<file path="src/hdl/efsp_pkg.sv">
`default_nettype none
package efsp_pkg;

  // Entry geometry
  localparam int ENTRY_BYTES    = 32;
  localparam int NAME_BYTES     = 30;
  localparam int OFF_W          = $clog2(ENTRY_BYTES);
  localparam int NAME_RAM_DEPTH = 2 * ENTRY_BYTES;
  localparam int NAME_RAM_AW    = $clog2(NAME_RAM_DEPTH);
  localparam int CMD_DEPTH      = 4;
  localparam int CMD_AW         = $clog2(CMD_DEPTH);
  localparam int POS_W          = 13;
  localparam int SEEN_W         = 9;

  // Entry type codes
  localparam logic [7:0] TYPE_FILE   = 8'h85;
  localparam logic [7:0] TYPE_STREAM = 8'hC0;
  localparam logic [7:0] TYPE_NAME   = 8'hC1;

  // Byte offsets inside an entry
  localparam logic [OFF_W-1:0] OFF_TYPE      = 5'd0;
  localparam logic [OFF_W-1:0] OFF_BYTE1     = 5'd1;
  localparam logic [OFF_W-1:0] OFF_NAME      = 5'd2;
  localparam logic [OFF_W-1:0] OFF_ATTR_LO   = 5'd4;
  localparam logic [OFF_W-1:0] OFF_ATTR_HI   = 5'd5;
  localparam logic [OFF_W-1:0] OFF_CLUS_LO   = 5'd20;
  localparam logic [OFF_W-1:0] OFF_CLUS_HI   = 5'd23;
  localparam logic [OFF_W-1:0] OFF_LEN_LO    = 5'd24;
  localparam logic [OFF_W-1:0] OFF_LEN_HI    = 5'd30;
  localparam logic [OFF_W-1:0] OFF_LAST      = 5'd31;
  localparam logic [OFF_W-1:0] NAME_IDX_LAST = 5'd29;

  // Secondary index is held as index plus one: reset value 0 means minus one,
  // and it saturates at 256 plus one.
  localparam logic [SEEN_W-1:0] SEEN_FIRST = 9'd1;
  localparam logic [SEEN_W-1:0] SEEN_CAP   = 9'd257;

  // Result kinds
  localparam logic KIND_NAME    = 1'b0;
  localparam logic KIND_SUMMARY = 1'b1;

  typedef enum logic [1:0] {
    CLS_OTHER  = 2'd0,
    CLS_FILE   = 2'd1,
    CLS_STREAM = 2'd2,
    CLS_NAME   = 2'd3
  } cls_e;

  typedef enum logic [2:0] {
    ST_IDLE = 3'b001,
    ST_NAME = 3'b010,
    ST_SUM  = 3'b100
  } back_state_e;

  // One request from the front to the back: an entry commit, a buffer end, or both
  typedef struct packed {
    logic        commit;
    logic        buffer_end;
    cls_e        cls;
    logic [7:0]  byte1;
    logic [15:0] attr;
    logic [31:0] cluster;
    logic [63:0] length;
    logic        bank;
  } cmd_t;

  typedef struct packed {
    logic valid;
    logic bank;
  } rel_t;

  function automatic logic [SEEN_W-1:0] seen_adv(input logic [SEEN_W-1:0] s);
    seen_adv = (s < SEEN_CAP) ? SEEN_W'(s + 1'b1) : s;
  endfunction

endpackage
`default_nettype wire

</file>
<file path="src/hdl/efsp_ram.sv">
`default_nettype none
module efsp_ram #(
  parameter int WIDTH = 8,
  parameter int DEPTH = 64
) (
  input  wire logic                     clk_i,
  input  wire logic                     we_i,
  input  wire logic [$clog2(DEPTH)-1:0] waddr_i,
  input  wire logic [WIDTH-1:0]         wdata_i,
  input  wire logic                     re_i,
  input  wire logic [$clog2(DEPTH)-1:0] raddr_i,
  output logic      [WIDTH-1:0]         rdata_o
);

  logic [WIDTH-1:0] mem_q [DEPTH];

  always_ff @(posedge clk_i) begin
    if (we_i) begin
      mem_q[waddr_i] <= wdata_i;
    end
    if (re_i) begin
      rdata_o <= mem_q[raddr_i];
    end
  end

endmodule
`default_nettype wire

</file>
<file path="src/hdl/efsp_front.sv">
`default_nettype none
module efsp_front (
  input  wire logic                                clk_i,
  input  wire logic                                rst_ni,
  input  wire logic                                in_valid_i,
  output logic                                     in_stall_o,
  input  wire logic [7:0]                          in_data_byte_i,
  input  wire logic                                in_buffer_end_i,
  input  wire logic                                cmd_full_i,
  output logic                                     cmd_push_o,
  output efsp_pkg::cmd_t                           cmd_o,
  input  wire efsp_pkg::rel_t                      rel_i,
  output logic                                     ram_we_o,
  output logic [efsp_pkg::NAME_RAM_AW-1:0]         ram_waddr_o,
  output logic [7:0]                               ram_wdata_o
);

  logic [efsp_pkg::OFF_W-1:0] offset_q, offset_d;
  logic                       wr_bank_q, wr_bank_d;
  logic [1:0]                 busy_q, busy_d;
  logic [7:0]                 type_q, byte1_q;
  logic [15:0]                attr_q;
  logic [31:0]                cluster_q;
  logic [55:0]                length_q;
  logic                       accept, commit;
  efsp_pkg::cls_e             cls;

  // Hold input while the queue is full or the bank being filled still drains
  assign in_stall_o = cmd_full_i || busy_q[wr_bank_q];
  assign accept     = in_valid_i && !in_stall_o;
  assign commit     = (offset_q == efsp_pkg::OFF_LAST);

  always_comb begin
    case (type_q)
      efsp_pkg::TYPE_FILE:   cls = efsp_pkg::CLS_FILE;
      efsp_pkg::TYPE_STREAM: cls = efsp_pkg::CLS_STREAM;
      efsp_pkg::TYPE_NAME:   cls = efsp_pkg::CLS_NAME;
      default:               cls = efsp_pkg::CLS_OTHER;
    endcase
  end

  assign ram_we_o    = accept;
  assign ram_waddr_o = {wr_bank_q, offset_q};
  assign ram_wdata_o = in_data_byte_i;

  assign cmd_push_o         = accept && (commit || in_buffer_end_i);
  assign cmd_o.commit       = commit;
  assign cmd_o.buffer_end   = in_buffer_end_i;
  assign cmd_o.cls          = cls;
  assign cmd_o.byte1        = byte1_q;
  assign cmd_o.attr         = attr_q;
  assign cmd_o.cluster      = cluster_q;
  assign cmd_o.length       = {in_data_byte_i, length_q};
  assign cmd_o.bank         = wr_bank_q;

  always_comb begin
    offset_d  = offset_q;
    wr_bank_d = wr_bank_q;
    busy_d    = busy_q;
    if (rel_i.valid) begin
      busy_d[rel_i.bank] = 1'b0;
    end
    if (accept) begin
      if (commit || in_buffer_end_i) begin
        offset_d = '0;
      end else begin
        offset_d = efsp_pkg::OFF_W'(offset_q + 1'b1);
      end
      if (commit && cls == efsp_pkg::CLS_NAME) begin
        busy_d[wr_bank_q] = 1'b1;
        wr_bank_d         = ~wr_bank_q;
      end
    end
  end

  always_ff @(posedge clk_i or negedge rst_ni) begin
    if (!rst_ni) begin
      offset_q  <= '0;
      wr_bank_q <= 1'b0;
      busy_q    <= '0;
    end else begin
      offset_q  <= offset_d;
      wr_bank_q <= wr_bank_d;
      busy_q    <= busy_d;
    end
  end

  // Capture header fields as their bytes go by
  always_ff @(posedge clk_i) begin
    if (accept) begin
      if (offset_q == efsp_pkg::OFF_TYPE) begin
        type_q <= in_data_byte_i;
      end
      if (offset_q == efsp_pkg::OFF_BYTE1) begin
        byte1_q <= in_data_byte_i;
      end
      if (offset_q == efsp_pkg::OFF_ATTR_LO) begin
        attr_q[7:0] <= in_data_byte_i;
      end
      if (offset_q == efsp_pkg::OFF_ATTR_HI) begin
        attr_q[15:8] <= in_data_byte_i;
      end
      if (offset_q >= efsp_pkg::OFF_CLUS_LO && offset_q <= efsp_pkg::OFF_CLUS_HI) begin
        cluster_q[{offset_q[1:0], 3'b000} +: 8] <= in_data_byte_i;
      end
      if (offset_q >= efsp_pkg::OFF_LEN_LO && offset_q <= efsp_pkg::OFF_LEN_HI) begin
        length_q[{offset_q[2:0], 3'b000} +: 8] <= in_data_byte_i;
      end
    end
  end

endmodule
`default_nettype wire

</file>
<file path="src/hdl/efsp_cmd_fifo.sv">
`default_nettype none
module efsp_cmd_fifo (
  input  wire logic           clk_i,
  input  wire logic           rst_ni,
  input  wire logic           push_i,
  input  wire efsp_pkg::cmd_t data_i,
  output logic                full_o,
  input  wire logic           pop_i,
  output logic                valid_o,
  output efsp_pkg::cmd_t      data_o
);

  efsp_pkg::cmd_t            mem_q [efsp_pkg::CMD_DEPTH];
  logic [efsp_pkg::CMD_AW-1:0] wr_ptr_q, rd_ptr_q;
  logic [efsp_pkg::CMD_AW:0]   cnt_q;

  assign full_o  = (cnt_q == (efsp_pkg::CMD_AW + 1)'(efsp_pkg::CMD_DEPTH));
  assign valid_o = (cnt_q != '0);
  assign data_o  = mem_q[rd_ptr_q];

  always_ff @(posedge clk_i or negedge rst_ni) begin
    if (!rst_ni) begin
      wr_ptr_q <= '0;
      rd_ptr_q <= '0;
      cnt_q    <= '0;
    end else begin
      if (push_i) begin
        wr_ptr_q <= efsp_pkg::CMD_AW'(wr_ptr_q + 1'b1);
      end
      if (pop_i) begin
        rd_ptr_q <= efsp_pkg::CMD_AW'(rd_ptr_q + 1'b1);
      end
      case ({push_i, pop_i})
        2'b10:   cnt_q <= (efsp_pkg::CMD_AW + 1)'(cnt_q + 1'b1);
        2'b01:   cnt_q <= (efsp_pkg::CMD_AW + 1)'(cnt_q - 1'b1);
        default: cnt_q <= cnt_q;
      endcase
    end
  end

  always_ff @(posedge clk_i) begin
    if (push_i) begin
      mem_q[wr_ptr_q] <= data_i;
    end
  end

endmodule
`default_nettype wire

</file>
<file path="src/hdl/efsp_back.sv">
`default_nettype none
module efsp_back (
  input  wire logic                                clk_i,
  input  wire logic                                rst_ni,
  input  wire logic                                cmd_valid_i,
  input  wire efsp_pkg::cmd_t                      cmd_i,
  output logic                                     cmd_pop_o,
  output efsp_pkg::rel_t                           rel_o,
  output logic                                     ram_re_o,
  output logic [efsp_pkg::NAME_RAM_AW-1:0]         ram_raddr_o,
  input  wire logic [7:0]                          ram_rdata_i,
  output logic                                     out_valid_o,
  input  wire logic                                out_stall_i,
  output logic                                     out_kind_o,
  output logic [7:0]                               out_name_byte_o,
  output logic [efsp_pkg::POS_W-1:0]               out_name_position_o,
  output logic                                     out_complete_o,
  output logic [7:0]                               out_secondary_count_o,
  output logic [15:0]                              out_file_attributes_o,
  output logic [31:0]                              out_first_cluster_o,
  output logic [7:0]                               out_secondary_flags_o,
  output logic [63:0]                              out_data_length_o,
  output logic                                     out_last_o
);

  efsp_pkg::back_state_e st_q, st_d;
  logic [efsp_pkg::OFF_W-1:0]  idx_q, idx_d;
  logic                        nbank_q, nbank_d, nend_q, nend_d, scomp_q, scomp_d;
  logic [7:0]                  count_q, count_d, flags_q, flags_d;
  logic [15:0]                 attr_q, attr_d;
  logic [31:0]                 cluster_q, cluster_d;
  logic [63:0]                 length_q, length_d;
  logic [efsp_pkg::POS_W-1:0]  cursor_q, cursor_d;
  logic [efsp_pkg::SEEN_W-1:0] seen_q, seen_d;

  logic [7:0]                  u_count, u_flags;
  logic [15:0]                 u_attr;
  logic [31:0]                 u_cluster;
  logic [63:0]                 u_length;
  logic [efsp_pkg::SEEN_W-1:0] u_seen;
  logic                        done, restart, pop_raw, rel_raw;

  logic                        iss_valid, iss_kind, iss_complete, iss_last;
  logic [efsp_pkg::POS_W-1:0]  iss_pos;
  logic [7:0]                  iss_count, iss_flags;
  logic [15:0]                 iss_attr;
  logic [31:0]                 iss_cluster;
  logic [63:0]                 iss_length;

  logic                        p1_valid_q, p1_kind_q, p1_complete_q, p1_last_q;
  logic [efsp_pkg::POS_W-1:0]  p1_pos_q;
  logic [7:0]                  p1_count_q, p1_flags_q;
  logic [15:0]                 p1_attr_q;
  logic [31:0]                 p1_cluster_q;
  logic [63:0]                 p1_length_q;

  logic                        out_valid_q, advance;

  // The whole read pipe moves together; the RAM read register moves with it
  assign advance     = !out_valid_q || !out_stall_i;
  assign ram_re_o    = advance;
  assign ram_raddr_o = {nbank_q, efsp_pkg::OFF_W'(idx_q + efsp_pkg::OFF_NAME)};
  assign cmd_pop_o   = pop_raw && advance;
  assign rel_o.valid = rel_raw && advance;
  assign rel_o.bank  = nbank_q;
  assign out_valid_o = out_valid_q;

  always_comb begin
    u_count   = count_q;
    u_flags   = flags_q;
    u_attr    = attr_q;
    u_cluster = cluster_q;
    u_length  = length_q;
    u_seen    = seen_q;
    st_d      = st_q;
    idx_d     = idx_q;
    nbank_d   = nbank_q;
    nend_d    = nend_q;
    scomp_d   = scomp_q;
    count_d   = count_q;
    flags_d   = flags_q;
    attr_d    = attr_q;
    cluster_d = cluster_q;
    length_d  = length_q;
    cursor_d  = cursor_q;
    seen_d    = seen_q;
    done      = 1'b0;
    restart   = 1'b0;
    pop_raw   = 1'b0;
    rel_raw   = 1'b0;
    iss_valid    = 1'b0;
    iss_kind     = efsp_pkg::KIND_NAME;
    iss_pos      = cursor_q;
    iss_complete = 1'b0;
    iss_last     = 1'b0;
    iss_count    = '0;
    iss_flags    = '0;
    iss_attr     = '0;
    iss_cluster  = '0;
    iss_length   = '0;
    case (st_q)
      efsp_pkg::ST_IDLE: begin
        if (cmd_valid_i) begin
          pop_raw = 1'b1;
          if (cmd_i.commit) begin
            case (cmd_i.cls)
              efsp_pkg::CLS_FILE: begin
                u_seen  = efsp_pkg::SEEN_FIRST;
                u_count = cmd_i.byte1;
                u_attr  = cmd_i.attr;
              end
              efsp_pkg::CLS_STREAM: begin
                u_flags   = cmd_i.byte1;
                u_cluster = cmd_i.cluster;
                u_length  = cmd_i.length;
                u_seen    = efsp_pkg::seen_adv(seen_q);
              end
              default: begin
              end
            endcase
          end
          done = cmd_i.commit && (cmd_i.cls != efsp_pkg::CLS_NAME) &&
                 (u_seen > {1'b0, u_count});
          if (cmd_i.commit && cmd_i.cls == efsp_pkg::CLS_NAME) begin
            st_d    = efsp_pkg::ST_NAME;
            idx_d   = '0;
            nbank_d = cmd_i.bank;
            nend_d  = cmd_i.buffer_end;
          end else if (done || cmd_i.buffer_end) begin
            iss_valid    = 1'b1;
            iss_kind     = efsp_pkg::KIND_SUMMARY;
            iss_complete = done;
            iss_last     = 1'b1;
            iss_count    = u_count;
            iss_flags    = u_flags;
            iss_attr     = u_attr;
            iss_cluster  = u_cluster;
            iss_length   = u_length;
            restart      = 1'b1;
          end else begin
            count_d   = u_count;
            flags_d   = u_flags;
            attr_d    = u_attr;
            cluster_d = u_cluster;
            length_d  = u_length;
            seen_d    = u_seen;
          end
        end
      end
      efsp_pkg::ST_NAME: begin
        iss_valid = 1'b1;
        cursor_d  = efsp_pkg::POS_W'(cursor_q + 1'b1);
        idx_d     = efsp_pkg::OFF_W'(idx_q + 1'b1);
        if (idx_q == efsp_pkg::NAME_IDX_LAST) begin
          u_seen   = efsp_pkg::seen_adv(seen_q);
          seen_d   = u_seen;
          done     = (u_seen > {1'b0, count_q});
          rel_raw  = 1'b1;
          iss_last = !(done || nend_q);
          if (done || nend_q) begin
            st_d    = efsp_pkg::ST_SUM;
            scomp_d = done;
          end else begin
            st_d = efsp_pkg::ST_IDLE;
          end
        end
      end
      efsp_pkg::ST_SUM: begin
        iss_valid    = 1'b1;
        iss_kind     = efsp_pkg::KIND_SUMMARY;
        iss_complete = scomp_q;
        iss_last     = 1'b1;
        iss_count    = count_q;
        iss_flags    = flags_q;
        iss_attr     = attr_q;
        iss_cluster  = cluster_q;
        iss_length   = length_q;
        restart      = 1'b1;
        st_d         = efsp_pkg::ST_IDLE;
      end
      default: begin
        st_d = efsp_pkg::ST_IDLE;
      end
    endcase
    // Drop all set state once its summary goes out
    if (restart) begin
      count_d   = '0;
      flags_d   = '0;
      attr_d    = '0;
      cluster_d = '0;
      length_d  = '0;
      cursor_d  = '0;
      seen_d    = '0;
    end
  end

  always_ff @(posedge clk_i or negedge rst_ni) begin
    if (!rst_ni) begin
      st_q        <= efsp_pkg::ST_IDLE;
      idx_q       <= '0;
      nbank_q     <= 1'b0;
      nend_q      <= 1'b0;
      scomp_q     <= 1'b0;
      count_q     <= '0;
      flags_q     <= '0;
      attr_q      <= '0;
      cluster_q   <= '0;
      length_q    <= '0;
      cursor_q    <= '0;
      seen_q      <= '0;
      p1_valid_q  <= 1'b0;
      out_valid_q <= 1'b0;
    end else if (advance) begin
      st_q        <= st_d;
      idx_q       <= idx_d;
      nbank_q     <= nbank_d;
      nend_q      <= nend_d;
      scomp_q     <= scomp_d;
      count_q     <= count_d;
      flags_q     <= flags_d;
      attr_q      <= attr_d;
      cluster_q   <= cluster_d;
      length_q    <= length_d;
      cursor_q    <= cursor_d;
      seen_q      <= seen_d;
      p1_valid_q  <= iss_valid;
      out_valid_q <= p1_valid_q;
    end
  end

  always_ff @(posedge clk_i) begin
    if (advance) begin
      p1_kind_q             <= iss_kind;
      p1_pos_q              <= iss_pos;
      p1_complete_q         <= iss_complete;
      p1_last_q             <= iss_last;
      p1_count_q            <= iss_count;
      p1_flags_q            <= iss_flags;
      p1_attr_q             <= iss_attr;
      p1_cluster_q          <= iss_cluster;
      p1_length_q           <= iss_length;
      out_kind_o            <= p1_kind_q;
      out_name_byte_o       <= (p1_kind_q == efsp_pkg::KIND_NAME) ? ram_rdata_i : 8'd0;
      out_name_position_o   <= p1_pos_q;
      out_complete_o        <= p1_complete_q;
      out_last_o            <= p1_last_q;
      out_secondary_count_o <= p1_count_q;
      out_secondary_flags_o <= p1_flags_q;
      out_file_attributes_o <= p1_attr_q;
      out_first_cluster_o   <= p1_cluster_q;
      out_data_length_o     <= p1_length_q;
    end
  end

endmodule
`default_nettype wire

</file>
<file path="src/hdl/exfat_entry_set_parser_top.sv">
// exFAT directory entry set parser. Takes one directory byte per cycle and
// groups bytes into 32-byte entries; an entry acts only on its 32nd byte.
// A file entry (0x85) opens a set, a stream extension (0xC0) loads flags,
// first cluster and data length, and each name entry (0xC1) yields its 30
// name bytes, one result per cycle, with running positions. When the
// secondary index reaches the count, or a byte flagged as buffer end
// arrives, one summary result closes the set. A byte is taken every cycle
// while the four-entry request queue has room and the name buffer being
// filled is free; the back end drains a name entry by taking its request and
// then issuing its 30 name bytes, plus a summary, reading a two-bank
// name RAM, so name bytes are double buffered against the next entry.
// Results leave at most one per cycle, registered in p1 and then the output
// register after issue, and an output stall holds the whole back end.
`default_nettype none
module exfat_entry_set_parser_top (
  input  wire logic        clk_i,
  input  wire logic        rst_ni,
  input  wire logic        in_valid_i,
  output logic             in_stall_o,
  input  wire logic [7:0]  in_data_byte_i,
  input  wire logic        in_buffer_end_i,
  output logic             out_valid_o,
  input  wire logic        out_stall_i,
  output logic             out_kind_o,
  output logic [7:0]       out_name_byte_o,
  output logic [12:0]      out_name_position_o,
  output logic             out_complete_o,
  output logic [7:0]       out_secondary_count_o,
  output logic [15:0]      out_file_attributes_o,
  output logic [31:0]      out_first_cluster_o,
  output logic [7:0]       out_secondary_flags_o,
  output logic [63:0]      out_data_length_o,
  output logic             out_last_o
);

  // Front to queue
  logic           cmd_push, cmd_full;
  efsp_pkg::cmd_t cmd_in;
  // Queue to back
  logic           cmd_pop, cmd_valid;
  efsp_pkg::cmd_t cmd_out;
  // Name bank release from back to front
  efsp_pkg::rel_t rel;
  // Name RAM ports
  logic                              ram_we, ram_re;
  logic [efsp_pkg::NAME_RAM_AW-1:0]  ram_waddr, ram_raddr;
  logic [7:0]                        ram_wdata, ram_rdata;

  // Front: track the byte offset, capture header fields, write name bytes
  efsp_front u_front (
    .clk_i           (clk_i),
    .rst_ni          (rst_ni),
    .in_valid_i      (in_valid_i),
    .in_stall_o      (in_stall_o),
    .in_data_byte_i  (in_data_byte_i),
    .in_buffer_end_i (in_buffer_end_i),
    .cmd_full_i      (cmd_full),
    .cmd_push_o      (cmd_push),
    .cmd_o           (cmd_in),
    .rel_i           (rel),
    .ram_we_o        (ram_we),
    .ram_waddr_o     (ram_waddr),
    .ram_wdata_o     (ram_wdata)
  );

  // Two banks of one entry each; the front fills one while the back reads the other
  efsp_ram #(
    .WIDTH (8),
    .DEPTH (efsp_pkg::NAME_RAM_DEPTH)
  ) u_name_ram (
    .clk_i   (clk_i),
    .we_i    (ram_we),
    .waddr_i (ram_waddr),
    .wdata_i (ram_wdata),
    .re_i    (ram_re),
    .raddr_i (ram_raddr),
    .rdata_o (ram_rdata)
  );

  // Request queue decouples byte intake from result draining
  efsp_cmd_fifo u_cmd_fifo (
    .clk_i   (clk_i),
    .rst_ni  (rst_ni),
    .push_i  (cmd_push),
    .data_i  (cmd_in),
    .full_o  (cmd_full),
    .pop_i   (cmd_pop),
    .valid_o (cmd_valid),
    .data_o  (cmd_out)
  );

  // Back: hold the set state, stream name bytes, emit summaries
  efsp_back u_back (
    .clk_i                 (clk_i),
    .rst_ni                (rst_ni),
    .cmd_valid_i           (cmd_valid),
    .cmd_i                 (cmd_out),
    .cmd_pop_o             (cmd_pop),
    .rel_o                 (rel),
    .ram_re_o              (ram_re),
    .ram_raddr_o           (ram_raddr),
    .ram_rdata_i           (ram_rdata),
    .out_valid_o           (out_valid_o),
    .out_stall_i           (out_stall_i),
    .out_kind_o            (out_kind_o),
    .out_name_byte_o       (out_name_byte_o),
    .out_name_position_o   (out_name_position_o),
    .out_complete_o        (out_complete_o),
    .out_secondary_count_o (out_secondary_count_o),
    .out_file_attributes_o (out_file_attributes_o),
    .out_first_cluster_o   (out_first_cluster_o),
    .out_secondary_flags_o (out_secondary_flags_o),
    .out_data_length_o     (out_data_length_o),
    .out_last_o            (out_last_o)
  );

  // The front never pushes a request into a full queue
  assert property (@(posedge clk_i) disable iff (!rst_ni) !(cmd_push && cmd_full))
    else $error("request pushed into full queue");

  // The back never pops an empty queue
  assert property (@(posedge clk_i) disable iff (!rst_ni) cmd_pop |-> cmd_valid)
    else $error("request popped from empty queue");

  // A summary always closes the results of its byte
  assert property (@(posedge clk_i) disable iff (!rst_ni)
                   (out_valid_o && out_kind_o == efsp_pkg::KIND_SUMMARY) |-> out_last_o)
    else $error("summary result without last");

  // A name byte result never claims completion
  assert property (@(posedge clk_i) disable iff (!rst_ni)
                   (out_valid_o && out_kind_o == efsp_pkg::KIND_NAME) |-> !out_complete_o)
    else $error("name byte result marked complete");

endmodule
`default_nettype wire

</file>
<file path="config.mk">
export PLATFORM = sky130hd
export DESIGN_NAME = exfat_entry_set_parser_top
export DESIGN_NICKNAME = d
export VERILOG_FILES = /design/src/hdl/efsp_pkg.sv /design/src/hdl/efsp_ram.sv /design/src/hdl/efsp_front.sv /design/src/hdl/efsp_cmd_fifo.sv /design/src/hdl/efsp_back.sv /design/src/hdl/exfat_entry_set_parser_top.sv
export SDC_FILE = /design/constraint.sdc
export NUM_CORES = 2
export LEC_CHECK = 0
export BUFFER_PORTS_ARGS = -buffer_cell sky130_fd_sc_hd__buf_2
export CORE_MARGIN = 3
export CORE_UTILIZATION = 60
export CTS_BUF_LIST = sky130_fd_sc_hd__clkbuf_16
export CTS_CLUSTER_SIZE = 40
export DETAILED_ROUTE_END_ITERATION = 8
export GPL_TIMING_DRIVEN = 0
export PLACE_DENSITY = 0.77
export SLEW_MARGIN = 10
export SYNTH_ARGS = -nofsm -noshare
export SYNTH_HDL_FRONTEND = slang
export SYNTH_SLANG_ARGS = --single-unit
</file>
<file path="constraint.sdc">
create_clock -name clk_i -period 30 [get_ports clk_i]
set_clock_uncertainty 0.05 [all_clocks]
set_input_delay 3 -clock clk_i [delete_from_list [all_inputs] [get_ports clk_i]]
set_output_delay 3 -clock clk_i [all_outputs]
set_load 0.02 [all_outputs]
</file>
==> metrics.txt <==
CTS Hold Bufs 0; Critical Path RT 30.34 ns; Sw Share 0.3300; DRT antenna net count 0; Gate power share 0.306; Final Wtd Congestion 0.8615; Initial Utilization 0.6091; DR iter-0 viols 4150; # fillers 6329; Clock Latency Late Sink 0.76 ns; Flop pwr share 0.425; die width 328.5 um; Vias/cell 6.248; CP endpoint kind flop; switching power 2.332 mW; Peak Freq 134.6 MHz; register area share after synthesis 0.7622; CTS tree yes; CP max stage delay 0.71 ns; Detailed Route WL 134000 um; Rel. slew slack 0.1610; post-DP HPWL 82410 um; share of the synthesized area in the top cell type 0.6909; cell accounting for the most synthesized area edfxtp_1; period utilization 0.2477; Crit path max-delay family buffers and inverters; largest family of logic cells by synthesized area multiplexers; Post-CTS Setup Bufs 0; synthesized area 62420 sq um; mux cell area share after synthesis 0.1255; clock sinks 1614; critical path's slowest cell clkbuf_1; Finished Layout Cells 5129; crit path DAT 7.77 ns; initial antenna violation count 3; Async S/R FF share, synth 0.1103; EDFF count, synth 1436; worst min path class flop to flop; CORE AREA 102500 sq um; RSZ-0062 raised after global routing false; multi-input logic area 14010 sq um; Yosys cell types 68; Core Rows 117; Layout area overhead 12.98%; Via Count 32050; DR pass1 iterations 6; startpoint types flop; TritonCTS buffer count 156; worst path bufs/invs 6; largest net degree at the start of global routing 91; Setup Viol. Count Final 0; Tot GR Track Use 0.2551; Worst-path clk slew 0.06 ns; Synth Area in Adders 0.007938; max-cap check violation count 0; pwr/cell area 100.2 nW/um^2; main flop type after synthesis edfxtp_1; number of global-route vias before repair 32210; Worst VDD drop 0.06491 mV; Synth area leaders edfxtp_1 (69%), mux4_2 (11%), dfrtp_1 (7.1%); worst slew pin tran 1.259 ns; Port Buffers 166; Post-route DRC 0; Final Hold Slack 0.3661 ns; Synth Warn # 0; fin. max-slew vios 0; DR WL/cell 26.12 um; ratio of cells with drive above 1 in the final layout 0.2069; Seq cells post-synth 1614; first-pass GRT wire length 203600 um; ordered cell list for the critical path buf_2 > clkbuf_1 > clkbuf_1 > mux4_2 > ha_1 > nand2_1 > buf_2 > mux2i_1 > ha_1 > a2111oi_0 > o21ai_0 > o211a_1 > o21a_2 > o21ai_2 > buf_2 > clkbuf_1 > o21ai_0; die area 107900 sq um; crit-path max FO 10; Synth Area in XOR/XNOR 0.003368; Fin. Hold Viols 0; final worst path period need 7.432 ns; Cells after DPL 4848; Total Neg Setup Slack 0 ns; global route total overflow 0; Post-Synth Simple-Gate Area 0.04613; post-synthesis cell count 3295; PostCTS Resize Cnt 0; critical path type flop to flop; Cell Int Power 4.736 mW; Reg area 47580 sq um; result of the run finished, final reports clean; Synth Area in Compound Gates 0.04101; nets 3690; H-tree levels 4; Pleak 24.08 nW; syn_nets 3347; I/O pin count 167; Longest Clk Path Bufs 3; power share of the clock group 0.269; Die Ht 328.5 um; Post-Syn Area per Cell 18.94 sq um; Layout Utilization 0.6881; root buf cell clkbuf_16
[cells by family after synthesis]
logic type / Yosys count
DFF: 1614
and+or+nand+nor: 631
muxes: 416
AOI/OAI and AO/OA: 357
buffers and inverters: 214
adders and majority gates: 39
xor gates and xnor gates: 24
[cell usage after synthesis (all sizes together) (2+ instances only)]
cell    number
a21o         2
a21boi       2
nor4         3
nor2b       16
o22ai        5
mux4       293
clkbuf     127
and3        21
o31ai      122
inv         35
o21bai       2
a21oi       17
mux2i      120
a221oi       4
a22o        23
xor2        14
nor2       116
ha          38
a22oi        2
dfrtp      177
nand2      310
mux2         3
a32o         2
nand2b       5
a41oi        2
o211ai       2
o21ai      156
nand4       11
or2          4
buf         52
and2        94
xnor2       10
or3          4
nor3        15
edfxtp    1436
or3b         2
nand3b       3
nand3       19
a31oi        4
nor3b        3
nor4b        2
[sequential cells by signal (all words and copies together), names as in the netlist, 32 cells and up]
register                    count
u_front.length_q               56
u_cmd_fifo.mem_q              500
u_name_ram.mem_q              512
u_back.p1_cluster_q            32
u_back.cluster_q               32
u_back.out_first_cluster_o     32
u_back.out_data_length_o       64
u_back.p1_length_q             64
u_front.cluster_q              32
u_back.length_q                64
[layout make-up]
| class | instances | share of cell area |
|---|---|---|
| timing repair buffer | 185 | 0.01952 |
| sequential | 1614 | 0.6747 |
| antenna | 1 | 0.00003549 |
| clock buffer | 162 | 0.05749 |
| inverter | 35 | 0.001863 |
| tap | 1368 | 0.02427 |
| buffer | 179 | 0.01043 |
| clock inverter | 118 | 0.01302 |
| multi-input combinational | 1467 | 0.1987 |
[through the flow]
stage	setup WS, ns	power [mW]	area, sq um
2_1_floorplan	15.47	4.469	62420
3_3_place_gp	10.07	5.189	64960
3_5_place_dp	22.78	5.184	65530
4_1_cts	22.68	7.096	70500
5_1_grt	22.38	7.345	70510
6_report	22.57	7.068	70520
[routing by layer]
| metal | vias up | GRT usage | routed length, um |
|---|---|---|---|
| met5 | - | 0 | 53 |
| met4 | 8 | 0.08856 | 4311 |
| met3 | 270 | 0.05255 | 11260 |
| met2 | 1526 | 0.4057 | 66100 |
| met1 | 16500 | 0.3587 | 52260 |
| li1 | 13740 | - | - |
[worst paths after layout]
path	cells after the start	end	slack [ns]	start
setup / recovery	17	u_back.p1_cluster_q[23]	22.57	u_cmd_fifo.rd_ptr_q[1]
hold / removal	0	u_back.out_name_position_o[5]	0.37	u_back.p1_pos_q[5]
setup reg to reg	17	u_back.p1_cluster_q[23]	22.57	u_cmd_fifo.rd_ptr_q[1]
hold reg to reg	0	u_back.out_name_position_o[5]	0.37	u_back.p1_pos_q[5]
max in group asynchronous	2	u_back.flags_q[5]	26.71	rst_ni
min in group asynchronous	1	u_back.length_q[15]	2.19	rst_ni
[placed cells by master (no fill, tap or decap), drive strengths merged, types with 15 or more instances in the layout]
| cell type | synthesis | layout |
|---|---|---|
| dfrtp | 177 | 177 |
| clkinv | 0 | 49 |
| and3 | 21 | 21 |
| nor2b | 16 | 16 |
| nand3 | 19 | 19 |
| a22o | 23 | 23 |
| nand2 | 310 | 310 |
| mux2i | 120 | 120 |
| and2 | 94 | 94 |
| ha | 38 | 38 |
| nor3 | 15 | 15 |
| mux4 | 293 | 293 |
| edfxtp | 1436 | 1436 |
| inv | 35 | 82 |
| buf | 52 | 237 |
| clkbuf | 127 | 289 |
| a21oi | 17 | 17 |
| o21ai | 156 | 156 |
| o31ai | 122 | 122 |
| nor2 | 116 | 116 |
[power by group through the flow]
| stage | Sequential [mW] | Clock [mW] | Combinational [mW] |
|---|---|---|---|
| 2_1_floorplan | 3.19 | 0 | 1.28 |
| 3_3_place_gp | 3.10 | 0 | 2.08 |
| 3_5_place_dp | 3.05 | 0 | 2.14 |
| 4_1_cts | 3.01 | 1.93 | 2.16 |
| 5_1_grt | 3.04 | 2.02 | 2.29 |
| 6_report | 3.01 | 1.90 | 2.16 |
Note: power is estimated with default switching activity, not from simulation.
